### src/rtl/lpps_pkg.sv
// Shared types, constants and width helpers for the line position PID steering block.
// No dependencies; every other file in rtl/ refers to this package by scoped names.
package lpps_pkg;

    // Defaults for the top-level parameters
    localparam int SENSOR_COUNT_DEF = 8;
    localparam int SAMPLE_BITS_DEF  = 16;

    // Fixed field widths
    localparam int INPUT_COUNT    = 8;
    localparam int DATA_BITS      = 16;
    localparam int GAIN_BITS      = 16;
    localparam int POS_BITS       = 12;
    localparam int FRAC_BITS      = 8;
    localparam int ERR_BITS       = 13;
    localparam int INTEG_BITS     = 32;
    localparam int DRIVE_BITS     = 10;
    localparam int CFG_INDEX_BITS = 2;
    localparam int CFG_DATA_BITS  = 16;

    // Shared multiplier: unsigned gain (zero-extended) times a signed 32-bit operand
    localparam int MUL_A_BITS = GAIN_BITS + 1;
    localparam int MUL_B_BITS = INTEG_BITS;
    localparam int PROD_BITS  = MUL_A_BITS + MUL_B_BITS;
    localparam int ACC_BITS   = PROD_BITS + 2;
    localparam int ACC_SHIFT  = 16;

    // Limits and reset values
    localparam int DRIVE_LIMIT = 510;
    localparam int POS_MIN     = 256;
    localparam logic [POS_BITS-1:0]  TARGET_RESET     = 12'd1152;
    localparam logic [GAIN_BITS-1:0] PROP_GAIN_RESET  = 16'd51200;
    localparam logic [GAIN_BITS-1:0] INTEG_GAIN_RESET = 16'd51;
    localparam logic [GAIN_BITS-1:0] DERIV_GAIN_RESET = 16'd30720;

    // Queue between front and back
    localparam int QUEUE_DEPTH = 2;

    // Register indexes on the configuration port
    typedef enum logic [CFG_INDEX_BITS-1:0] {
        CFG_PROP_GAIN  = 2'd0,
        CFG_INTEG_GAIN = 2'd1,
        CFG_DERIV_GAIN = 2'd2,
        CFG_TARGET     = 2'd3
    } cfg_index_t;

    typedef enum logic [1:0] {
        F_IDLE,
        F_SUM,
        F_PUSH
    } front_state_t;

    typedef enum logic [2:0] {
        B_IDLE,
        B_DIV,
        B_ERR,
        B_MP,
        B_MI,
        B_MD,
        B_SUM,
        B_DONE
    } back_state_t;

    // Width of the plain sum of sc readings of sb bits
    function automatic int plain_width(input int sc, input int sb);
        return sb + $clog2(sc);
    endfunction

    // Width of the weighted sum, weights 1 to sc
    function automatic int weight_width(input int sc, input int sb);
        return sb + $clog2(sc * (sc + 1)) - 1;
    endfunction

endpackage

### src/rtl/line_position_pid_steering.sv
// Top level of the line position PID steering block: configuration registers and
// the front end, queue and back end. Depends on lpps_pkg, lpps_front, lpps_queue, lpps_back.
//
//  channel  direction  handshake              payload
//  in       input      in_valid / in_stall    sensor_0 .. sensor_7
//  out      output     out_valid / out_stall  position, line_lost, drive, turn_right
//  cfg      input      cfg_valid / cfg_ready  cfg_index, cfg_data
//
//  The front end adds one lane per cycle to its sums.
//  The back end works through each item in steps (pop, 12-step restoring divide, error,
//  three products on the one shared 17x32 multiplier, final add, output load) and skips
//  the divide when the line is lost; the back end sets the sustained rate.
//  A two-entry queue sits between the two.
//  Reset clears control state, the integral and previous error, and sets the last
//  position and the registers to their defaults. Configuration writes are always taken.
//  A stalled result holds the back end in its final step; the front end keeps working until the queue is full.
module line_position_pid_steering #(
    parameter int SENSOR_COUNT = lpps_pkg::SENSOR_COUNT_DEF,
    parameter int SAMPLE_BITS  = lpps_pkg::SAMPLE_BITS_DEF
) (
    input  logic                                   clk,
    input  logic                                   rst_n,
    input  logic                                   in_valid,
    output logic                                   in_stall,
    input  logic [lpps_pkg::DATA_BITS-1:0]         sensor_0,
    input  logic [lpps_pkg::DATA_BITS-1:0]         sensor_1,
    input  logic [lpps_pkg::DATA_BITS-1:0]         sensor_2,
    input  logic [lpps_pkg::DATA_BITS-1:0]         sensor_3,
    input  logic [lpps_pkg::DATA_BITS-1:0]         sensor_4,
    input  logic [lpps_pkg::DATA_BITS-1:0]         sensor_5,
    input  logic [lpps_pkg::DATA_BITS-1:0]         sensor_6,
    input  logic [lpps_pkg::DATA_BITS-1:0]         sensor_7,
    output logic                                   out_valid,
    input  logic                                   out_stall,
    output logic [lpps_pkg::POS_BITS-1:0]          position,
    output logic                                   line_lost,
    output logic signed [lpps_pkg::DRIVE_BITS-1:0] drive,
    output logic                                   turn_right,
    input  logic                                   cfg_valid,
    output logic                                   cfg_ready,
    input  logic [lpps_pkg::CFG_INDEX_BITS-1:0]    cfg_index,
    input  logic [lpps_pkg::CFG_DATA_BITS-1:0]     cfg_data
);

    localparam int PLAIN_W  = lpps_pkg::plain_width(SENSOR_COUNT, SAMPLE_BITS);
    localparam int WEIGHT_W = lpps_pkg::weight_width(SENSOR_COUNT, SAMPLE_BITS);
    localparam int ITEM_W   = WEIGHT_W + PLAIN_W + 1;

    logic [lpps_pkg::INPUT_COUNT-1:0][lpps_pkg::DATA_BITS-1:0] sensor_bus;
    logic [lpps_pkg::GAIN_BITS-1:0] prop_gain_reg, integ_gain_reg, deriv_gain_reg;
    logic [lpps_pkg::POS_BITS-1:0]  target_reg;
    logic                           push, full, pop, empty;
    logic [WEIGHT_W-1:0]            f_weighted, q_weighted;
    logic [PLAIN_W-1:0]             f_plain, q_plain;
    logic                           f_lost, q_lost;
    logic [ITEM_W-1:0]              q_rdata;

    assign sensor_bus[0] = sensor_0;
    assign sensor_bus[1] = sensor_1;
    assign sensor_bus[2] = sensor_2;
    assign sensor_bus[3] = sensor_3;
    assign sensor_bus[4] = sensor_4;
    assign sensor_bus[5] = sensor_5;
    assign sensor_bus[6] = sensor_6;
    assign sensor_bus[7] = sensor_7;

    // Configuration registers, written on every cfg transfer
    assign cfg_ready = 1'b1;

    always_ff @(posedge clk or negedge rst_n)
    begin
        if (!rst_n)
        begin
            prop_gain_reg  <= lpps_pkg::PROP_GAIN_RESET;
            integ_gain_reg <= lpps_pkg::INTEG_GAIN_RESET;
            deriv_gain_reg <= lpps_pkg::DERIV_GAIN_RESET;
            target_reg     <= lpps_pkg::TARGET_RESET;
        end
        else if (cfg_valid && cfg_ready)
        begin
            case (cfg_index)
                lpps_pkg::CFG_PROP_GAIN:  prop_gain_reg  <= cfg_data;
                lpps_pkg::CFG_INTEG_GAIN: integ_gain_reg <= cfg_data;
                lpps_pkg::CFG_DERIV_GAIN: deriv_gain_reg <= cfg_data;
                lpps_pkg::CFG_TARGET:     target_reg     <= cfg_data[lpps_pkg::POS_BITS-1:0];
                default:                  target_reg     <= target_reg;
            endcase
        end
    end

    lpps_front #(
        .SENSOR_COUNT (SENSOR_COUNT),
        .SAMPLE_BITS  (SAMPLE_BITS),
        .PLAIN_W      (PLAIN_W),
        .WEIGHT_W     (WEIGHT_W)
    ) u_front (
        .clk      (clk),
        .rst_n    (rst_n),
        .in_valid (in_valid),
        .in_stall (in_stall),
        .sensors  (sensor_bus),
        .push     (push),
        .full     (full),
        .weighted (f_weighted),
        .plain    (f_plain),
        .lost     (f_lost)
    );

    lpps_queue #(
        .WIDTH (ITEM_W)
    ) u_queue (
        .clk   (clk),
        .rst_n (rst_n),
        .push  (push),
        .wdata ({f_lost, f_plain, f_weighted}),
        .full  (full),
        .pop   (pop),
        .rdata (q_rdata),
        .empty (empty)
    );

    assign q_weighted = q_rdata[WEIGHT_W-1:0];
    assign q_plain    = q_rdata[WEIGHT_W +: PLAIN_W];
    assign q_lost     = q_rdata[ITEM_W-1];

    lpps_back #(
        .PLAIN_W  (PLAIN_W),
        .WEIGHT_W (WEIGHT_W)
    ) u_back (
        .clk             (clk),
        .rst_n           (rst_n),
        .empty           (empty),
        .pop             (pop),
        .q_weighted      (q_weighted),
        .q_plain         (q_plain),
        .q_lost          (q_lost),
        .prop_gain       (prop_gain_reg),
        .integ_gain      (integ_gain_reg),
        .deriv_gain      (deriv_gain_reg),
        .target_position (target_reg),
        .out_valid       (out_valid),
        .out_stall       (out_stall),
        .position        (position),
        .line_lost       (line_lost),
        .drive           (drive),
        .turn_right      (turn_right)
    );

endmodule

### src/rtl/lpps_front.sv
// Front end: takes one sensor frame, forms plain and weighted sums one lane per cycle.
// Depends on lpps_pkg; feeds lpps_queue.
module lpps_front #(
    parameter int SENSOR_COUNT = lpps_pkg::SENSOR_COUNT_DEF,
    parameter int SAMPLE_BITS  = lpps_pkg::SAMPLE_BITS_DEF,
    parameter int PLAIN_W      = lpps_pkg::plain_width(SENSOR_COUNT, SAMPLE_BITS),
    parameter int WEIGHT_W     = lpps_pkg::weight_width(SENSOR_COUNT, SAMPLE_BITS)
) (
    input  logic                                                      clk,
    input  logic                                                      rst_n,
    input  logic                                                      in_valid,
    output logic                                                      in_stall,
    input  logic [lpps_pkg::INPUT_COUNT-1:0][lpps_pkg::DATA_BITS-1:0] sensors,
    output logic                                                      push,
    input  logic                                                      full,
    output logic [WEIGHT_W-1:0]                                       weighted,
    output logic [PLAIN_W-1:0]                                        plain,
    output logic                                                      lost
);

    localparam int CNT_W = $clog2(SENSOR_COUNT);

    lpps_pkg::front_state_t state_reg, state_next;
    logic [CNT_W-1:0]       cnt_reg, cnt_next;
    logic [SAMPLE_BITS-1:0] lane_reg  [SENSOR_COUNT];
    logic [SAMPLE_BITS-1:0] lane_next [SENSOR_COUNT];
    logic [PLAIN_W-1:0]     plain_reg, plain_next;
    logic [WEIGHT_W-1:0]    weight_reg, weight_next;

    // Next state, lane shift and running sums
    always_comb
    begin
        state_next  = state_reg;
        cnt_next    = cnt_reg;
        lane_next   = lane_reg;
        plain_next  = plain_reg;
        weight_next = weight_reg;
        push        = 1'b0;
        case (state_reg)
            lpps_pkg::F_IDLE:
            begin
                if (in_valid)
                begin
                    for (int k = 0; k < SENSOR_COUNT; k++)
                    begin
                        lane_next[k] = sensors[k][SAMPLE_BITS-1:0];
                    end
                    plain_next  = '0;
                    weight_next = '0;
                    cnt_next    = CNT_W'(SENSOR_COUNT - 1);
                    state_next  = lpps_pkg::F_SUM;
                end
            end
            lpps_pkg::F_SUM:
            begin
                // Highest lane first: it lands in every later partial sum
                plain_next  = plain_reg + PLAIN_W'(lane_reg[SENSOR_COUNT-1]);
                weight_next = weight_reg + WEIGHT_W'(plain_next);
                for (int k = SENSOR_COUNT - 1; k > 0; k--)
                begin
                    lane_next[k] = lane_reg[k-1];
                end
                cnt_next = cnt_reg - 1'b1;
                if (cnt_reg == '0)
                begin
                    state_next = lpps_pkg::F_PUSH;
                end
            end
            lpps_pkg::F_PUSH:
            begin
                if (!full)
                begin
                    push       = 1'b1;
                    state_next = lpps_pkg::F_IDLE;
                end
            end
            default:
            begin
                state_next = lpps_pkg::F_IDLE;
            end
        endcase
    end

    // Control registers
    always_ff @(posedge clk or negedge rst_n)
    begin
        if (!rst_n)
        begin
            state_reg <= lpps_pkg::F_IDLE;
            cnt_reg   <= '0;
        end
        else
        begin
            state_reg <= state_next;
            cnt_reg   <= cnt_next;
        end
    end

    // Payload registers
    always_ff @(posedge clk)
    begin
        lane_reg   <= lane_next;
        plain_reg  <= plain_next;
        weight_reg <= weight_next;
    end

    assign in_stall = (state_reg != lpps_pkg::F_IDLE);
    assign weighted = weight_reg;
    assign plain    = plain_reg;
    assign lost     = (plain_reg == '0);

endmodule

### src/rtl/lpps_queue.sv
// Short queue between the summing front end and the divide/PID back end.
// Depends on lpps_pkg for its depth.
module lpps_queue #(
    parameter int WIDTH = 8
) (
    input  logic             clk,
    input  logic             rst_n,
    input  logic             push,
    input  logic [WIDTH-1:0] wdata,
    output logic             full,
    input  logic             pop,
    output logic [WIDTH-1:0] rdata,
    output logic             empty
);

    localparam int DEPTH = lpps_pkg::QUEUE_DEPTH;
    localparam int PTR_W = $clog2(DEPTH);

    logic [WIDTH-1:0] mem [DEPTH];
    logic [PTR_W-1:0] wr_ptr_reg, rd_ptr_reg;
    logic [PTR_W:0]   count_reg;

    // Store on push
    always_ff @(posedge clk)
    begin
        if (push)
        begin
            mem[wr_ptr_reg] <= wdata;
        end
    end

    // Advance pointers and fill count
    always_ff @(posedge clk or negedge rst_n)
    begin
        if (!rst_n)
        begin
            wr_ptr_reg <= '0;
            rd_ptr_reg <= '0;
            count_reg  <= '0;
        end
        else
        begin
            if (push)
            begin
                wr_ptr_reg <= wr_ptr_reg + 1'b1;
            end
            if (pop)
            begin
                rd_ptr_reg <= rd_ptr_reg + 1'b1;
            end
            if (push && !pop)
            begin
                count_reg <= count_reg + 1'b1;
            end
            else if (pop && !push)
            begin
                count_reg <= count_reg - 1'b1;
            end
        end
    end

    assign rdata = mem[rd_ptr_reg];
    assign full  = (count_reg == (PTR_W + 1)'(DEPTH));
    assign empty = (count_reg == '0);

endmodule

### src/rtl/lpps_back.sv
// Back end: bit-serial centroid divide, shared-multiplier PID step and output register.
// Depends on lpps_pkg; drains lpps_queue.
module lpps_back #(
    parameter int PLAIN_W  = 19,
    parameter int WEIGHT_W = 22
) (
    input  logic                                 clk,
    input  logic                                 rst_n,
    input  logic                                 empty,
    output logic                                 pop,
    input  logic [WEIGHT_W-1:0]                  q_weighted,
    input  logic [PLAIN_W-1:0]                   q_plain,
    input  logic                                 q_lost,
    input  logic [lpps_pkg::GAIN_BITS-1:0]       prop_gain,
    input  logic [lpps_pkg::GAIN_BITS-1:0]       integ_gain,
    input  logic [lpps_pkg::GAIN_BITS-1:0]       deriv_gain,
    input  logic [lpps_pkg::POS_BITS-1:0]        target_position,
    output logic                                 out_valid,
    input  logic                                 out_stall,
    output logic [lpps_pkg::POS_BITS-1:0]        position,
    output logic                                 line_lost,
    output logic signed [lpps_pkg::DRIVE_BITS-1:0] drive,
    output logic                                 turn_right
);

    localparam int POS_BITS  = lpps_pkg::POS_BITS;
    localparam int ERR_BITS  = lpps_pkg::ERR_BITS;
    localparam int INTEG_BITS = lpps_pkg::INTEG_BITS;
    localparam int ACC_BITS  = lpps_pkg::ACC_BITS;
    localparam int DIVD_W    = WEIGHT_W + lpps_pkg::FRAC_BITS;
    localparam int REM_W     = (DIVD_W > PLAIN_W + POS_BITS) ? DIVD_W : PLAIN_W + POS_BITS;
    localparam int QCNT_W    = $clog2(POS_BITS);
    localparam logic signed [ACC_BITS-1:0] LIM_HI = ACC_BITS'(lpps_pkg::DRIVE_LIMIT);
    localparam logic signed [ACC_BITS-1:0] LIM_LO = -LIM_HI;
    localparam logic signed [INTEG_BITS-1:0] INTEG_MAX = {1'b0, {(INTEG_BITS-1){1'b1}}};
    localparam logic signed [INTEG_BITS-1:0] INTEG_MIN = {1'b1, {(INTEG_BITS-1){1'b0}}};

    lpps_pkg::back_state_t state_reg, state_next;
    logic [QCNT_W-1:0]     cnt_reg, cnt_next;
    logic [REM_W-1:0]      rem_reg, rem_next;
    logic [REM_W-1:0]      dvs_reg, dvs_next;
    logic [POS_BITS-1:0]   pos_reg, pos_next;
    logic                  lost_reg, lost_next;
    logic signed [ERR_BITS-1:0]   err_reg, err_next;
    logic signed [ERR_BITS-1:0]   prev_reg, prev_next;
    logic signed [INTEG_BITS-1:0] integ_reg, integ_next;
    logic [POS_BITS-1:0]   last_reg, last_next;
    logic signed [lpps_pkg::PROD_BITS-1:0]  prod_reg, prod_next;
    logic signed [ACC_BITS-1:0]             acc_reg, acc_next;
    logic signed [lpps_pkg::MUL_A_BITS-1:0] mul_a;
    logic signed [lpps_pkg::MUL_B_BITS-1:0] mul_b;
    logic signed [ERR_BITS:0]               derr;
    logic signed [ACC_BITS-1:0]             acc_shift;
    logic signed [lpps_pkg::DRIVE_BITS-1:0] drive_c;
    logic signed [INTEG_BITS:0]             integ_sum;
    logic signed [INTEG_BITS-1:0]           integ_sat;
    logic                                   take;

    logic                                   out_valid_reg, out_valid_next;
    logic [POS_BITS-1:0]                    position_reg, position_next;
    logic                                   line_lost_reg, line_lost_next;
    logic signed [lpps_pkg::DRIVE_BITS-1:0] drive_reg, drive_next;
    logic                                   turn_right_reg, turn_right_next;

    // Derivative term, floor shift and clamp, saturating integral update
    always_comb
    begin
        derr      = (ERR_BITS + 1)'(err_reg) - (ERR_BITS + 1)'(prev_reg);
        acc_shift = acc_reg >>> lpps_pkg::ACC_SHIFT;
        if (acc_shift > LIM_HI)
        begin
            drive_c = lpps_pkg::DRIVE_BITS'(LIM_HI);
        end
        else if (acc_shift < LIM_LO)
        begin
            drive_c = lpps_pkg::DRIVE_BITS'(LIM_LO);
        end
        else
        begin
            drive_c = lpps_pkg::DRIVE_BITS'(acc_shift);
        end
        integ_sum = (INTEG_BITS + 1)'(integ_reg) + (INTEG_BITS + 1)'(err_reg);
        if (integ_sum[INTEG_BITS] != integ_sum[INTEG_BITS-1])
        begin
            integ_sat = integ_sum[INTEG_BITS] ? INTEG_MIN : INTEG_MAX;
        end
        else
        begin
            integ_sat = integ_sum[INTEG_BITS-1:0];
        end
        take = (rem_reg >= dvs_reg);
    end

    // Sequencer: pop, divide (skipped for a lost line), error, three multiply-accumulate steps, load output
    always_comb
    begin
        state_next      = state_reg;
        cnt_next        = cnt_reg;
        rem_next        = rem_reg;
        dvs_next        = dvs_reg;
        pos_next        = pos_reg;
        lost_next       = lost_reg;
        err_next        = err_reg;
        prev_next       = prev_reg;
        integ_next      = integ_reg;
        last_next       = last_reg;
        acc_next        = acc_reg;
        mul_a           = '0;
        mul_b           = '0;
        pop             = 1'b0;
        out_valid_next  = out_valid_reg && out_stall;
        position_next   = position_reg;
        line_lost_next  = line_lost_reg;
        drive_next      = drive_reg;
        turn_right_next = turn_right_reg;
        case (state_reg)
            lpps_pkg::B_IDLE:
            begin
                if (!empty)
                begin
                    pop       = 1'b1;
                    lost_next = q_lost;
                    if (q_lost)
                    begin
                        pos_next   = last_reg;
                        state_next = lpps_pkg::B_ERR;
                    end
                    else
                    begin
                        rem_next   = REM_W'({q_weighted, {lpps_pkg::FRAC_BITS{1'b0}}});
                        dvs_next   = REM_W'(q_plain) << (POS_BITS - 1);
                        cnt_next   = QCNT_W'(POS_BITS - 1);
                        state_next = lpps_pkg::B_DIV;
                    end
                end
            end
            lpps_pkg::B_DIV:
            begin
                // One quotient bit per cycle, most significant first
                if (take)
                begin
                    rem_next = rem_reg - dvs_reg;
                end
                pos_next = {pos_reg[POS_BITS-2:0], take};
                dvs_next = dvs_reg >> 1;
                cnt_next = cnt_reg - 1'b1;
                if (cnt_reg == '0)
                begin
                    state_next = lpps_pkg::B_ERR;
                end
            end
            lpps_pkg::B_ERR:
            begin
                err_next   = $signed(ERR_BITS'(target_position)) - $signed(ERR_BITS'(pos_reg));
                state_next = lpps_pkg::B_MP;
            end
            lpps_pkg::B_MP:
            begin
                mul_a      = $signed({1'b0, prop_gain});
                mul_b      = INTEG_BITS'(err_reg);
                state_next = lpps_pkg::B_MI;
            end
            lpps_pkg::B_MI:
            begin
                mul_a      = $signed({1'b0, integ_gain});
                mul_b      = integ_reg;
                acc_next   = ACC_BITS'(prod_reg);
                state_next = lpps_pkg::B_MD;
            end
            lpps_pkg::B_MD:
            begin
                mul_a      = $signed({1'b0, deriv_gain});
                mul_b      = INTEG_BITS'(derr);
                acc_next   = acc_reg + ACC_BITS'(prod_reg);
                state_next = lpps_pkg::B_SUM;
            end
            lpps_pkg::B_SUM:
            begin
                acc_next   = acc_reg + ACC_BITS'(prod_reg);
                state_next = lpps_pkg::B_DONE;
            end
            lpps_pkg::B_DONE:
            begin
                // Hold until the output register is free or being drained
                if (!out_valid_reg || !out_stall)
                begin
                    out_valid_next  = 1'b1;
                    position_next   = pos_reg;
                    line_lost_next  = lost_reg;
                    drive_next      = drive_c;
                    turn_right_next = (drive_c > 0);
                    integ_next      = integ_sat;
                    prev_next       = err_reg;
                    if (!lost_reg)
                    begin
                        last_next = pos_reg;
                    end
                    state_next = lpps_pkg::B_IDLE;
                end
            end
            default:
            begin
                state_next = lpps_pkg::B_IDLE;
            end
        endcase
        prod_next = mul_a * mul_b;
    end

    // Control and loop state
    always_ff @(posedge clk or negedge rst_n)
    begin
        if (!rst_n)
        begin
            state_reg     <= lpps_pkg::B_IDLE;
            cnt_reg       <= '0;
            out_valid_reg <= 1'b0;
            integ_reg     <= '0;
            prev_reg      <= '0;
            last_reg      <= lpps_pkg::TARGET_RESET;
        end
        else
        begin
            state_reg     <= state_next;
            cnt_reg       <= cnt_next;
            out_valid_reg <= out_valid_next;
            integ_reg     <= integ_next;
            prev_reg      <= prev_next;
            last_reg      <= last_next;
        end
    end

    // Datapath and output payload
    always_ff @(posedge clk)
    begin
        rem_reg        <= rem_next;
        dvs_reg        <= dvs_next;
        pos_reg        <= pos_next;
        lost_reg       <= lost_next;
        err_reg        <= err_next;
        prod_reg       <= prod_next;
        acc_reg        <= acc_next;
        position_reg   <= position_next;
        line_lost_reg  <= line_lost_next;
        drive_reg      <= drive_next;
        turn_right_reg <= turn_right_next;
    end

    assign out_valid  = out_valid_reg;
    assign position   = position_reg;
    assign line_lost  = line_lost_reg;
    assign drive      = drive_reg;
    assign turn_right = turn_right_reg;

    // Drive stays inside the clamp window
    a_drive_range: assert property (@(posedge clk) disable iff (!rst_n)
        out_valid_reg |-> (drive_reg <= 10'sd510) && (drive_reg >= -10'sd510))
        else $error("drive outside clamp window");

    // Direction follows the sign of drive
    a_turn_dir: assert property (@(posedge clk) disable iff (!rst_n)
        out_valid_reg |-> (turn_right_reg == (drive_reg > 0)))
        else $error("turn direction does not match drive");

    // A found line yields a centroid of at least one sensor pitch
    a_pos_min: assert property (@(posedge clk) disable iff (!rst_n)
        (out_valid_reg && !line_lost_reg) |-> (position_reg >= POS_BITS'(lpps_pkg::POS_MIN)))
        else $error("centroid below first sensor");

    // Queue is only drained from the idle state
    a_pop_idle: assert property (@(posedge clk) disable iff (!rst_n)
        pop |-> (state_reg == lpps_pkg::B_IDLE) && !empty)
        else $error("pop outside idle or from empty queue");

endmodule
### config.mk
export PLATFORM = sky130hd
export DESIGN_NAME = line_position_pid_steering
export DESIGN_NICKNAME = d
export VERILOG_FILES = /design/src/rtl/lpps_pkg.sv /design/src/rtl/line_position_pid_steering.sv /design/src/rtl/lpps_front.sv /design/src/rtl/lpps_queue.sv /design/src/rtl/lpps_back.sv
export SDC_FILE = /design/constraint.sdc
export NUM_CORES = 2
export LEC_CHECK = 0
export BUFFER_PORTS_ARGS = -buffer_cell sky130_fd_sc_hd__buf_4
export CORE_ASPECT_RATIO = 1.75
export CORE_MARGIN = 1.5
export CORE_UTILIZATION = 40
export CTS_CLUSTER_DIAMETER = 60
export DETAILED_ROUTE_END_ITERATION = 10
export GPL_ROUTABILITY_DRIVEN = 0
export PLACE_DENSITY = 0.66
export SYNTH_ARGS = -nofsm -noshare
export SYNTH_HDL_FRONTEND = slang
export SYNTH_SLANG_ARGS = --single-unit
### constraint.sdc
create_clock -name clk -period 11.4 [get_ports clk]
set_input_delay 3.42 -clock clk [delete_from_list [all_inputs] [get_ports clk]]
set_output_delay 3.42 -clock clk [all_outputs]
set_load 0.05 [all_outputs]
==> flow_metrics.tcl <==
set metrics [dict create \
    vias 36500 \
    route.met3.wl_mm 6.14 \
    route.met2.wl_mm 71.2 \
    die_x_um 269 \
    cts_sinks 598 \
    grt_overflow 0 \
    layout.nets 6084 \
    port_buffers 176 \
    drc 0 \
    syn-cell-area_sq_um 49700 \
    setup_viol_count_final 0 \
    path_common_cell "fa_1" \
    first_global_vias 38300 \
    syn_to_final_growth_pct 10.5 \
    cts_made_buffers 60 \
    cts_tree "done" \
    worst_ep_required_time_ns 11.94 \
    root_buffer "clkbuf_16" \
    startpoint_type "register" \
    post_cts_buffers 0 \
    drt_iter0_drc 2008 \
    io_pins 178 \
    path_class "reg -> reg" \
    ctsHoldBuffers 0 \
    hpwl_mm 103 \
    synth-main-ff-cell "edfxtp_1" \
    core_sq_um 123000 \
    m1WireLength_mm 43.2 \
    synthCells 5049 \
    dieArea_sq_um 126000 \
    grt_max_degree 102 \
    grt_usage_pct 20.4 \
    synth_seq_cells 598 \
    synth_edf_count 415 \
    finalHoldViolations 0 \
    viasPerCell 5.34 \
    ys_types 106 \
    worst_clock_skew_ns 0.0338 \
    ant_nets 0 \
    initial_core_util_pct 40.4 \
    hold_class "reg -> reg" \
    die_y_um 469 \
    clk_latency_ns 0.68 \
    finalMaxSlewViolations 0 \
    yosys.area.top_type "edfxtp_1" \
    avgRoutedWirePerCell_um 19.1 \
    worstMarginPinSlew_ns 1.18 \
    routed_wl_mm 130 \
    cts-resized-gates 0 \
    first_pass_iters 5 \
    register_area_sq_um 16800 \
    drive_gt1_share_pct 10.5 \
    synth_nets 5990 \
    fmax_ghz 0.103 \
    ctsLongestPathBuffers 3 \
    finalSetupTns_ns 0 \
    status "finished clean" \
    avgSynthCellArea_sq_um 9.84 \
    crit_family "adder cells" \
    largest_register_ffs 128 \
    highest_layer "met4" \
    cp_max_fo 10 \
    path_clk_slew_ns 0.08 \
    crit_path_max_incr_delay_ns 0.90 \
    finalCritPeriodShare_pct 85.3 \
    synth_top_cell_area_share_pct 25.1 \
    cp_num_buf_inv 2 \
    grt_pass1_wl_mm 202 \
    worstSetupEndpointType "register" \
    maxCapViolations 0 \
    arrival_ns 10.27 \
    num_rows 170 \
    ys_async_sr_fraction_pct 22.4 \
    grt_setup_unrepaired "no" \
    antenna_found_initial 4 \
    slowest_stage "mux2i_1" \
    seq_area_frac_synth_pct 33.9 \
    slew-limit-headroom_pct 21.0 \
    multi_input_area_sq_um 29600 \
    synth_top_cells_by_area "edfxtp_1 (25%), fa_1 (20%), ha_1 (7.4%), nand2_1 (6.4%), dfrtp_1 (6.0%)" \
    num-fill-cells 11800 \
    fin_crit_ns 9.73 \
    htree_levels 2 \
    ys_warn_count 0 \
]
## cell usage in the layout (no fill, tap or decap), drive strengths merged, types with 20 or more instances in the layout
master  Yosys  final
nand4      25     25
clkbuf    165     74
o21a       28     28
xnor2     105    105
dfrtp     119    119
nand3      43     43
a22oi      23     23
maj3       31     31
nand2b     51     51
inv       669    674
buf        36    233
o21ai     274    274
nor3       45     45
xor2       70     70
clkinv      1     24
edfxtp    415    415
a21oi     217    217
mux2       79     79
o211a      20     20
o31ai      25     25
a211oi     27     27
nand2     844    844
o211ai     30     30
ha        294    294
o21bai     26     26
and3       24     24
and2       36     36
nor4       28     28
a22o       39     39
nor2b      41     41
or3        24     24
mux2i      40     40
a21o       78     78
dfxtp      49     49
fa        496    496
nor2      355    355
## path summary, 6_finish.rpt
kind / start / end / slack [ns] / depth (start not counted)
setup / recovery: u_back.err_reg[1]$_DFFE_PP_ / u_back.prod_reg[38]$_DFF_P_ / 1.67 / 30
hold / removal: u_back.lost_reg$_DFFE_PP_ / u_back.line_lost$_DFFE_PP_ / 0.47 / 0
setup reg to reg: u_back.err_reg[1]$_DFFE_PP_ / u_back.prod_reg[38]$_DFF_P_ / 1.67 / 30
hold reg to reg: u_back.lost_reg$_DFFE_PP_ / u_back.line_lost$_DFFE_PP_ / 0.47 / 0
max in group asynchronous: rst_n / u_back.integ_reg[17]$_DFFE_PN0P_ / 7.24 / 2
min in group asynchronous: rst_n / u_back.last_reg[5]$_DFFE_PN0P_ / 2.75 / 1
## cell usage after synthesis, types with 39 or more instances
| cell | n |
|---|---|
| inv_1 | 669 |
| a21oi_1 | 212 |
| edfxtp_1 | 415 |
| fa_1 | 496 |
| a22o_1 | 39 |
| mux2_2 | 79 |
| ha_1 | 294 |
| xnor2_1 | 104 |
| dfrtp_1 | 119 |
| a21o_1 | 77 |
| nor2_1 | 354 |
| nand2_1 | 844 |
| xor2_1 | 70 |
| o21ai_0 | 226 |
| nand3_1 | 43 |
| nand2b_1 | 51 |
| clkbuf_1 | 165 |
| dfxtp_1 | 49 |
| mux2i_1 | 40 |
| nor3_1 | 44 |
| o21ai_1 | 45 |
| nor2b_1 | 40 |
## through the flow
| step | cell area, sq um | util [%] | hold slack, ns | setup slack [ns] | instances |
|---|---|---|---|---|---|
| CTS | 54800 | 44.6 | 0.471 | 1.74 | 6826 |
| floorplan | 49700 | - | 0.427 | 3.16 | 5049 |
| global route | 54900 | 44.6 | 0.476 | 1.15 | 6829 |
| detailed placement | 52800 | 42.9 | 0.462 | 1.76 | 6714 |
| global placement | 52800 | 42.9 | 0.438 | 1.88 | 6714 |
| finish | 54900 | 44.6 | 0.470 | 1.67 | 6831 |
## per-layer routing
layer | up-vias | GRT usage [%]
li1 | 17000 | -
met1 | 17800 | 19.3
met5 | - | 0
met4 | 0 | 13.4
met2 | 1161 | 40.7
met3 | 459 | 2.51
## kinds of logic (layout without fill, tap and decap cells)
group	after synthesis	after routing	synth area share [%]
AOI/OAI and AO/OA	908	908	12.0
xor gates and xnor gates	175	175	3.10
adders and majority gates	821	821	28.1
buffers and inverters	871	1015	6.74
DFF	598	598	33.9
muxes	119	119	2.60
other	1	5	0.00755
and+or+nand+nor	1556	1556	13.6
## final cells by class
cell class	count	area share [%]
multi-input combinational	3580	54.0
sequential	598	30.7
inverter	670	4.58
tap	1634	3.73
timing repair buffer	233	3.22
clock buffer	74	2.93
clock inverter	38	0.874
antenna	4	0.0182
Power is left out: the tool's default activity adds up to more than one toggle a clock period on the data nets, which glitch-free logic cannot reach.
